File: src/design/ltip_pkg.sv
// shared types and codes for the lldp tlv id parser
package ltip_pkg;

    // one input beat: a single lldpdu byte plus frame markers
    typedef struct packed {
        logic [7:0] data_byte;
        logic       frame_start;
        logic       frame_end;
    } item_t;

    // one result beat, one per frame
    typedef struct packed {
        logic [2:0]  status;
        logic [63:0] chassis_id;
        logic        chassis_found;
        logic [15:0] port_id;
        logic        port_found;
    } result_t;

    typedef enum logic [2:0] {
        PH_IDLE,
        PH_HDR0,
        PH_HDR1,
        PH_SUBT,
        PH_SKIP,
        PH_NUM
    } phase_t;

    typedef enum logic [2:0] {
        NM_NONE,
        NM_ZERO,
        NM_HEXP,
        NM_HEX,
        NM_OCT,
        NM_DEC,
        NM_BAD,
        NM_STOP
    } mode_t;

    typedef enum logic [2:0] {
        ST_OK,
        ST_TRUNC_HDR,
        ST_TRUNC_VAL,
        ST_UNKNOWN_TYPE,
        ST_BAD_CHASSIS,
        ST_BAD_PORT
    } status_t;

    // number parser state carried between bytes
    typedef struct packed {
        mode_t       mode;
        logic        sat;
        logic [63:0] acc;
    } num_state_t;

    localparam logic [6:0] TLV_END     = 7'd0;
    localparam logic [6:0] TLV_CHASSIS = 7'd1;
    localparam logic [6:0] TLV_PORT    = 7'd2;
    localparam logic [6:0] TLV_TTL     = 7'd3;
    localparam logic [7:0] SUBTYPE_LOCAL = 8'd7;

endpackage

File: src/design/lldp_tlv_id_parser_core.sv
// an accepted byte beat is held in the byte register and updates the parser and result registers from there
// throughput: one byte beat per cycle while the result is not stalled, set by the single-pass byte update stage
// a stalled result holds the byte stage and the input, nothing else slows the block
// reset (rst_n low, async): parser idle and out of frame, all parser state cleared,
// no beats held in the byte or result register
module lldp_tlv_id_parser_core (
    input  logic             clk,
    input  logic             rst_n,
    input  logic             item_valid,
    output logic             item_ready,
    input  ltip_pkg::item_t  item,
    output logic             result_valid,
    input  logic             result_ready,
    output ltip_pkg::result_t result
);
    import ltip_pkg::*;

    // ---------------------------------------------------------------
    // input register stage
    // ---------------------------------------------------------------
    logic    byte_valid_reg;
    logic    byte_valid_next;
    item_t   byte_reg;
    item_t   byte_next;
    logic    step_go;
    logic    step_fire;

    // the byte stage only moves when the result register can take a result
    assign step_go    = !(result_valid && !result_ready);
    assign step_fire  = byte_valid_reg && step_go;
    assign item_ready = !byte_valid_reg || step_go;

    always_comb
    begin
        byte_valid_next = byte_valid_reg;
        byte_next       = byte_reg;
        if (item_ready)
        begin
            byte_valid_next = item_valid;
            if (item_valid)
                byte_next = item;
        end
    end

    // ---------------------------------------------------------------
    // parser state
    // ---------------------------------------------------------------
    phase_t      phase_reg,   phase_next;
    logic [7:0]  hdr_reg,     hdr_next;
    logic [6:0]  kind_reg,    kind_next;
    logic [8:0]  left_reg,    left_next;
    num_state_t  num_reg,     num_next;
    logic [63:0] chassis_reg, chassis_next;
    logic [15:0] port_reg,    port_next;
    logic [1:0]  found_reg,   found_next;
    logic        done_reg,    done_next;

    // result register
    logic        result_valid_reg, result_valid_next;
    result_t     result_reg,       result_next;

    num_state_t  num_base;
    num_state_t  num_step;
    logic        made;
    status_t     made_status;
    logic        finish;
    logic [63:0] num_value;

    // digit unit works from the number state as it stands this byte
    ltip_digit_step u_digit (
        .cur (num_base),
        .ch  (byte_reg.data_byte),
        .nxt (num_step)
    );

    always_comb
    begin
        num_base = num_reg;
        if (byte_reg.frame_start)
            num_base = '{mode: NM_NONE, sat: 1'b0, acc: 64'd0};
    end

    // one byte through the tlv walker
    always_comb
    begin
        phase_next   = phase_reg;
        hdr_next     = hdr_reg;
        kind_next    = kind_reg;
        left_next    = left_reg;
        num_next     = num_reg;
        chassis_next = chassis_reg;
        port_next    = port_reg;
        found_next   = found_reg;
        done_next    = done_reg;
        made         = 1'b0;
        made_status  = ST_OK;
        finish       = 1'b0;
        num_value    = 64'd0;

        if (step_fire)
        begin
            // a frame start wipes everything and restarts at the first header byte
            if (byte_reg.frame_start)
            begin
                hdr_next     = 8'd0;
                kind_next    = 7'd0;
                left_next    = 9'd0;
                num_next     = num_base;
                chassis_next = 64'd0;
                port_next    = 16'd0;
                found_next   = 2'b00;
                done_next    = 1'b0;
                phase_next   = PH_HDR0;
            end

            if (!done_next)
            begin
                case (phase_next)
                    PH_HDR0:
                    begin
                        hdr_next   = byte_reg.data_byte;
                        phase_next = PH_HDR1;
                    end
                    PH_HDR1:
                    begin
                        kind_next = hdr_next[7:1];
                        left_next = {hdr_next[0], byte_reg.data_byte};
                        if (left_next == 9'd0)
                            finish = 1'b1;
                        else if ((kind_next == TLV_CHASSIS) || (kind_next == TLV_PORT))
                            phase_next = PH_SUBT;
                        else
                            phase_next = PH_SKIP;
                    end
                    PH_SUBT:
                    begin
                        left_next = left_next - 9'd1;
                        if (byte_reg.data_byte == SUBTYPE_LOCAL)
                        begin
                            phase_next = PH_NUM;
                            num_next   = '{mode: NM_NONE, sat: 1'b0, acc: 64'd0};
                        end
                        else
                            phase_next = PH_SKIP;
                        finish = (left_next == 9'd0);
                    end
                    PH_NUM:
                    begin
                        num_next  = num_step;
                        left_next = left_next - 9'd1;
                        finish    = (left_next == 9'd0);
                    end
                    default:
                    begin
                        left_next = left_next - 9'd1;
                        finish    = (left_next == 9'd0);
                    end
                endcase

                // tlv value complete: judge type, commit a parsed id
                if (finish)
                begin
                    num_value = num_next.sat ? '1 : num_next.acc;
                    if (kind_next > TLV_TTL)
                    begin
                        made        = 1'b1;
                        made_status = ST_UNKNOWN_TYPE;
                    end
                    else if ((phase_next == PH_NUM)
                             && (num_next.mode inside {NM_BAD, NM_HEXP}))
                    begin
                        made        = 1'b1;
                        made_status = (kind_next == TLV_CHASSIS) ? ST_BAD_CHASSIS
                                                                 : ST_BAD_PORT;
                    end
                    else
                    begin
                        if (phase_next == PH_NUM)
                        begin
                            if (kind_next == TLV_CHASSIS)
                            begin
                                chassis_next  = num_value;
                                found_next[0] = 1'b1;
                            end
                            else
                            begin
                                port_next     = num_value[15:0];
                                found_next[1] = 1'b1;
                            end
                        end
                        if (kind_next == TLV_END)
                        begin
                            made        = 1'b1;
                            made_status = ST_OK;
                        end
                        else
                            phase_next = PH_HDR0;
                    end
                end

                // frame ran out before an end tlv
                if (!made && byte_reg.frame_end)
                begin
                    made        = 1'b1;
                    made_status = ((phase_next == PH_HDR0) || (phase_next == PH_HDR1))
                                  ? ST_TRUNC_HDR : ST_TRUNC_VAL;
                end

                if (made)
                begin
                    done_next  = 1'b1;
                    phase_next = PH_IDLE;
                end
            end
        end
    end

    // result register with hold while the consumer stalls
    always_comb
    begin
        result_valid_next = result_valid_reg && !result_ready;
        result_next       = result_reg;
        if (made)
        begin
            result_valid_next         = 1'b1;
            result_next.status        = made_status;
            result_next.chassis_id    = (made_status == ST_OK) ? chassis_next : 64'd0;
            result_next.chassis_found = (made_status == ST_OK) && found_next[0];
            result_next.port_id       = (made_status == ST_OK) ? port_next : 16'd0;
            result_next.port_found    = (made_status == ST_OK) && found_next[1];
        end
    end

    assign result_valid = result_valid_reg;
    assign result       = result_reg;

    always_ff @(posedge clk or negedge rst_n)
    begin
        if (!rst_n)
        begin
            byte_valid_reg   <= 1'b0;
            result_valid_reg <= 1'b0;
            phase_reg        <= PH_IDLE;
            hdr_reg          <= 8'd0;
            kind_reg         <= 7'd0;
            left_reg         <= 9'd0;
            num_reg          <= '{mode: NM_NONE, sat: 1'b0, acc: 64'd0};
            chassis_reg      <= 64'd0;
            port_reg         <= 16'd0;
            found_reg        <= 2'b00;
            done_reg         <= 1'b1;
        end
        else
        begin
            byte_valid_reg   <= byte_valid_next;
            result_valid_reg <= result_valid_next;
            phase_reg        <= phase_next;
            hdr_reg          <= hdr_next;
            kind_reg         <= kind_next;
            left_reg         <= left_next;
            num_reg          <= num_next;
            chassis_reg      <= chassis_next;
            port_reg         <= port_next;
            found_reg        <= found_next;
            done_reg         <= done_next;
        end
    end

    // payload registers, no reset needed
    always_ff @(posedge clk)
    begin
        byte_reg   <= byte_next;
        result_reg <= result_next;
    end

endmodule

File: src/design/ltip_digit_step.sv
// one character step of the base auto-detecting number parser
module ltip_digit_step (
    input  ltip_pkg::num_state_t cur,
    input  logic [7:0]           ch,
    output ltip_pkg::num_state_t nxt
);
    import ltip_pkg::*;

    localparam logic [7:0] CH_NUL = 8'h00;
    localparam logic [7:0] CH_0   = 8'h30;
    localparam logic [7:0] CH_1   = 8'h31;
    localparam logic [7:0] CH_7   = 8'h37;
    localparam logic [7:0] CH_9   = 8'h39;
    localparam logic [7:0] CH_LA  = 8'h61;
    localparam logic [7:0] CH_LF  = 8'h66;
    localparam logic [7:0] CH_UA  = 8'h41;
    localparam logic [7:0] CH_UF  = 8'h46;
    localparam logic [7:0] CH_LX  = 8'h78;
    localparam logic [7:0] CH_UX  = 8'h58;

    typedef enum logic [1:0] {
        BASE_8,
        BASE_10,
        BASE_16
    } base_t;

    logic        is_dec;
    logic        is_oct;
    logic        is_hex;
    logic [3:0]  hex_val;
    logic [3:0]  digit;
    base_t       base;
    logic        do_add;
    mode_t       new_mode;
    logic [67:0] acc_w;
    logic [67:0] scaled;
    logic [67:0] sum;

    always_comb
    begin
        is_dec = (ch >= CH_0) && (ch <= CH_9);
        is_oct = (ch >= CH_0) && (ch <= CH_7);
        hex_val = 4'd0;
        is_hex = 1'b1;
        if (is_dec)
        begin
            hex_val = ch[3:0];
        end
        else if ((ch >= CH_LA) && (ch <= CH_LF))
        begin
            hex_val = 4'(ch - CH_LA + 8'd10);
        end
        else if ((ch >= CH_UA) && (ch <= CH_UF))
        begin
            hex_val = 4'(ch - CH_UA + 8'd10);
        end
        else
        begin
            is_hex = 1'b0;
        end
    end

    // mode transitions and digit selection
    always_comb
    begin
        new_mode = cur.mode;
        do_add   = 1'b0;
        digit    = ch[3:0];
        base     = BASE_10;
        case (cur.mode)
            NM_NONE:
            begin
                if (ch == CH_NUL)
                    new_mode = NM_STOP;
                else if (ch == CH_0)
                    new_mode = NM_ZERO;
                else if ((ch >= CH_1) && (ch <= CH_9))
                begin
                    new_mode = NM_DEC;
                    do_add   = 1'b1;
                end
                else
                    new_mode = NM_BAD;
            end
            NM_ZERO, NM_OCT:
            begin
                base = BASE_8;
                if (ch == CH_NUL)
                    new_mode = NM_STOP;
                else if ((cur.mode == NM_ZERO) && ((ch == CH_LX) || (ch == CH_UX)))
                    new_mode = NM_HEXP;
                else if (is_oct)
                begin
                    new_mode = NM_OCT;
                    do_add   = 1'b1;
                end
                else
                    new_mode = NM_BAD;
            end
            NM_HEXP, NM_HEX:
            begin
                base  = BASE_16;
                digit = hex_val;
                if ((ch == CH_NUL) && (cur.mode == NM_HEX))
                    new_mode = NM_STOP;
                else if (is_hex)
                begin
                    new_mode = NM_HEX;
                    do_add   = 1'b1;
                end
                else
                    new_mode = NM_BAD;
            end
            NM_DEC:
            begin
                if (ch == CH_NUL)
                    new_mode = NM_STOP;
                else if (is_dec)
                    do_add = 1'b1;
                else
                    new_mode = NM_BAD;
            end
            default:
            begin
                new_mode = cur.mode;
            end
        endcase
    end

    // constant multiply by shifts, overflow shows up in the top four bits
    always_comb
    begin
        acc_w = {4'd0, cur.acc};
        case (base)
            BASE_8:  scaled = acc_w << 3;
            BASE_16: scaled = acc_w << 4;
            default: scaled = (acc_w << 3) + (acc_w << 1);
        endcase
        sum = scaled + {64'd0, digit};

        nxt.mode = new_mode;
        nxt.sat  = cur.sat;
        nxt.acc  = cur.acc;
        if (do_add && !cur.sat)
        begin
            if (sum[67:64] != 4'd0)
            begin
                nxt.sat = 1'b1;
                nxt.acc = '1;
            end
            else
            begin
                nxt.acc = sum[63:0];
            end
        end
    end

endmodule
File: config.mk
export PLATFORM = sky130hd
export DESIGN_NAME = lldp_tlv_id_parser_core
export DESIGN_NICKNAME = d
export VERILOG_FILES = /design/src/design/ltip_pkg.sv /design/src/design/lldp_tlv_id_parser_core.sv /design/src/design/ltip_digit_step.sv
export SDC_FILE = /design/constraint.sdc
export NUM_CORES = 1
export LEC_CHECK = 0
export ABC_AREA = 1
export ABC_CLOCK_PERIOD_IN_PS = 8200
export BUFFER_PORTS_ARGS = -buffer_cell sky130_fd_sc_hd__buf_2
export CELL_PAD_IN_SITES_DETAIL_PLACEMENT = 0
export CELL_PAD_IN_SITES_GLOBAL_PLACEMENT = 1
export CORE_ASPECT_RATIO = 1.25
export CORE_MARGIN = 8
export CORE_UTILIZATION = 44
export DETAILED_ROUTE_END_ITERATION = 8
export GPL_TIMING_DRIVEN = 0
export PLACE_DENSITY = 0.87
export SLEW_MARGIN = 20
export SYNTH_ARGS = -nofsm -noshare
export SYNTH_HDL_FRONTEND = slang
export SYNTH_SLANG_ARGS = --single-unit
File: constraint.sdc
create_clock -name clk -period 8.2 [get_ports clk]
set_input_delay 0.82 -clock clk [delete_from_list [all_inputs] [get_ports clk]]
set_output_delay 0.82 -clock clk [all_outputs]
set_load 0.02 [all_outputs]
==> impl_metrics.yaml <==
outcome:
  status: "finished, final reports clean"
power:
  peakVddDrop_mv: 0.316
  p_total_mw: 10.1
  p_leak_nw: 14.5
  power_density_mw_per_mm2: 354
global_route:
  grt_pass1_wl_um: 183000
  track_usage: 0.362
  grt_start_max_net_pins: 89
  grt.overflow.total: 0
  grt_pass1_vias: 28900
  antenna_found_initial: 0
route:
  drtAntennaViolNets: 0
  via_per_inst: 5.60
  first_pass_iters: 6
  drcViolationCount: 0
  wl_per_cell_um: 22.9
  drt_first_iter_violations: 3187
  met3_length_um: 8660
  wl_met2_um: 54700
  wl_um: 124000
  highest_layer: "met4"
  num_vias: 30300
  met1Wirelength_um: 50400
clock_tree:
  htreeDepth: 1
  cts_root_buffer: "clkbuf_16"
  clock_latency_ns: 0.58
  cts_tree: "done"
  clock-sinks: 275
  cts-buffers-inserted: 26
  path_clk_slew_ns: 0.07
  clockBufferDepth: 3
  postCtsSetupBuffers: 0
  hold_buffers: 0
floorplan:
  start_util: 0.445
  core_mm2: 0.0583
  dieWidth_um: 233
  dieArea_mm2: 0.0671
  num_io_pins: 101
  die_h_um: 288
  rows: 99
worst_setup_path:
  arrival_ns: 8.16
  crit_required_ns: 8.52
  slowest_delay_ns: 0.41
  crit_type: "reg -> reg"
  critPathSlowestCell: "edfxtp_1"
  crit_top_cell: "nand2_1"
  end_kind: "flip-flop"
  critPathLaunchType: "flip-flop"
  critPathMaxFanout: 10
yosys:
  synthArstFlopShare: 0.655
  ys.flop_type: "dfrtp_1"
  synth.most_common_cell: "nand2_1"
  yosys.area.top_type: "nand2_1"
  syn_area_mm2: 0.0260
  synth_commonest_cells: "nand2_1, inv_1, nor2_1, a21oi_1, nand3_1"
  synth_cell_type_count: 56
  synth-compound-area-share: 0.155
  synth_top_area_frac: 0.228
  synth_xor_area_frac: 0.0165
  synthCells: 4510
  yosysSeqAreaShare: 0.283
  syn_nets: 4549
  yosys_warnings: 0
  synth_simple_gate_area_share: 0.403
  ys_seq_elements: 275
  muxShareOfSynthArea: 0
  synthAdderAreaFrac: 0.0123
  synth_edf_count: 95
  synthTopCellsByArea: "nand2_1, dfrtp_1, edfxtp_1"
  avgSynthCellArea_um2: 5.76
  synth_top_family_by_area: "simple AND/OR/NAND/NOR gates"
finish:
  finalCoreUtilization: 0.489
  antenna_cells: 0
  largest_reg_flops: 85
  layout-drive-gt1-share: 0.0798
  syn_to_final_growth_pct: 9.87
  nets: 4681
timing:
  tightest_slew_ns: 1.20
  rsz0062_at_grt: "no"
  period_share: 0.957
  fmax_mhz: 127
  slew_violations: 0
  relSlewSlack: 0.191
  finalClockSkew_ns: 0.0217
  period_minus_slack_ns: 7.85
  whs_ns: 0.0970
  final-setup-viol-count: 0
  final_hold_viol_count: 0
worst_hold_path:
  hold_path_class: "in -> async"
flow_run:
  maxCapViolations: 0
placement:
  port_buffers: 100
  hpwl_um: 102000
  gp_congestion: 1.03
power by group:
part	internal, mW	switching [mW]
logic	1.66	4.81
clock network	0.730	0.626
registers	1.91	0.368
total	4.30	5.80
kinds of logic (layout without fill, tap and decap cells):
| logic type | count (synthesis) | after routing |
|---|---|---|
| AO/OA/AOI/OAI | 709 | 709 |
| XOR/XNOR | 49 | 49 |
| adder cells (fa/ha/maj) | 25 | 25 |
| buffers and inverters | 867 | 1019 |
| flip-flops | 275 | 275 |
| AND/OR/NAND/NOR | 2585 | 2585 |
path summary, 6_finish.rpt:
kind                                  start              end  slack (ns)  cells after the start
worst max-delay path            byte_reg[1]        result[7]        0.35                     41
worst min-delay path                  rst_n      left_reg[3]         0.1                      1
worst max register to register  byte_reg[1]        result[7]        0.35                     41
worst min register to register  kind_reg[3]      kind_reg[3]        0.49                      2
max in group asynchronous             rst_n  chassis_reg[59]        7.34                      2
min in group clk                    item[5]      byte_reg[5]        0.43                      1
layout make-up:
type,instances,area [um2]
Multi-Input combinational cell,3368,15300
Clock buffer,29,703
Timing Repair Buffer,105,626
Buffer,169,773
Sequential cell,275,7360
Tap cell,757,947
Fill cell,6439,29800
Clock inverter,19,225
Inverter,697,2620
layer usage:
layer | vias to the layer above | GRT usage
li1 | 14600 | -
met1 | 14100 | 0.458
met2 | 1356 | 0.575
met3 | 325 | 0.0377
met4 | 0 | 0.253
met5 | - | 0
what timing repair did:
item	4_1_cts	5_1_grt
endpoints found under the hold margin	0	0
gates cloned	0	0
setup endpoints to repair	75	134
resized for setup	3	16
metrics by stage:
stage / setup WS [ns] / std cells / cell area (um2) / setup TNS (ns)
3_3_place_gp: -1.91 / 5367 / 27400 / -171.99
6_report: 0.354 / 5419 / 28500 / 0
5_1_grt: 0.0269 / 5419 / 28500 / 0
3_5_place_dp: -0.354 / 5372 / 27600 / -5.55
2_1_floorplan: 1.47 / 4510 / 26000 / 0
4_1_cts: 0.0156 / 5420 / 28500 / 0
cells in the final DEF, fill, tap and decap left out, types with 10 or more instances in the layout:
cell          n
o21ai_1      27
xor2_1       45
nor2_1      568
inv_2        93
o21ai_0     140
dfrtp_1     179
inv_1       594
nor2_2       19
o22a_1       22
edfxtp_1     95
o22ai_1      70
buf_2       121
a22oi_1      20
ha_1         24
buf_1        11
nor3_1       33
nand4_1      44
clkbuf_16    27
a31oi_1      38
nand3_1     276
buf_4        10
nand2_2      12
o211ai_1     10
a21oi_1     328
nand2_1    1576
or2_2        24
a2bb2oi_1    17
clkbuf_1    113
critical path, delay by kind of cell (launching register included):
family                     cells  cell delay (ns)
DFF                            1             0.41
buffers and inverters         12             2.51
adders and majority gates      1             0.20
and+or+nand+nor               24             3.90
AOI/OAI and AO/OA              4             0.53
Note: power is estimated with default switching activity, not from simulation.
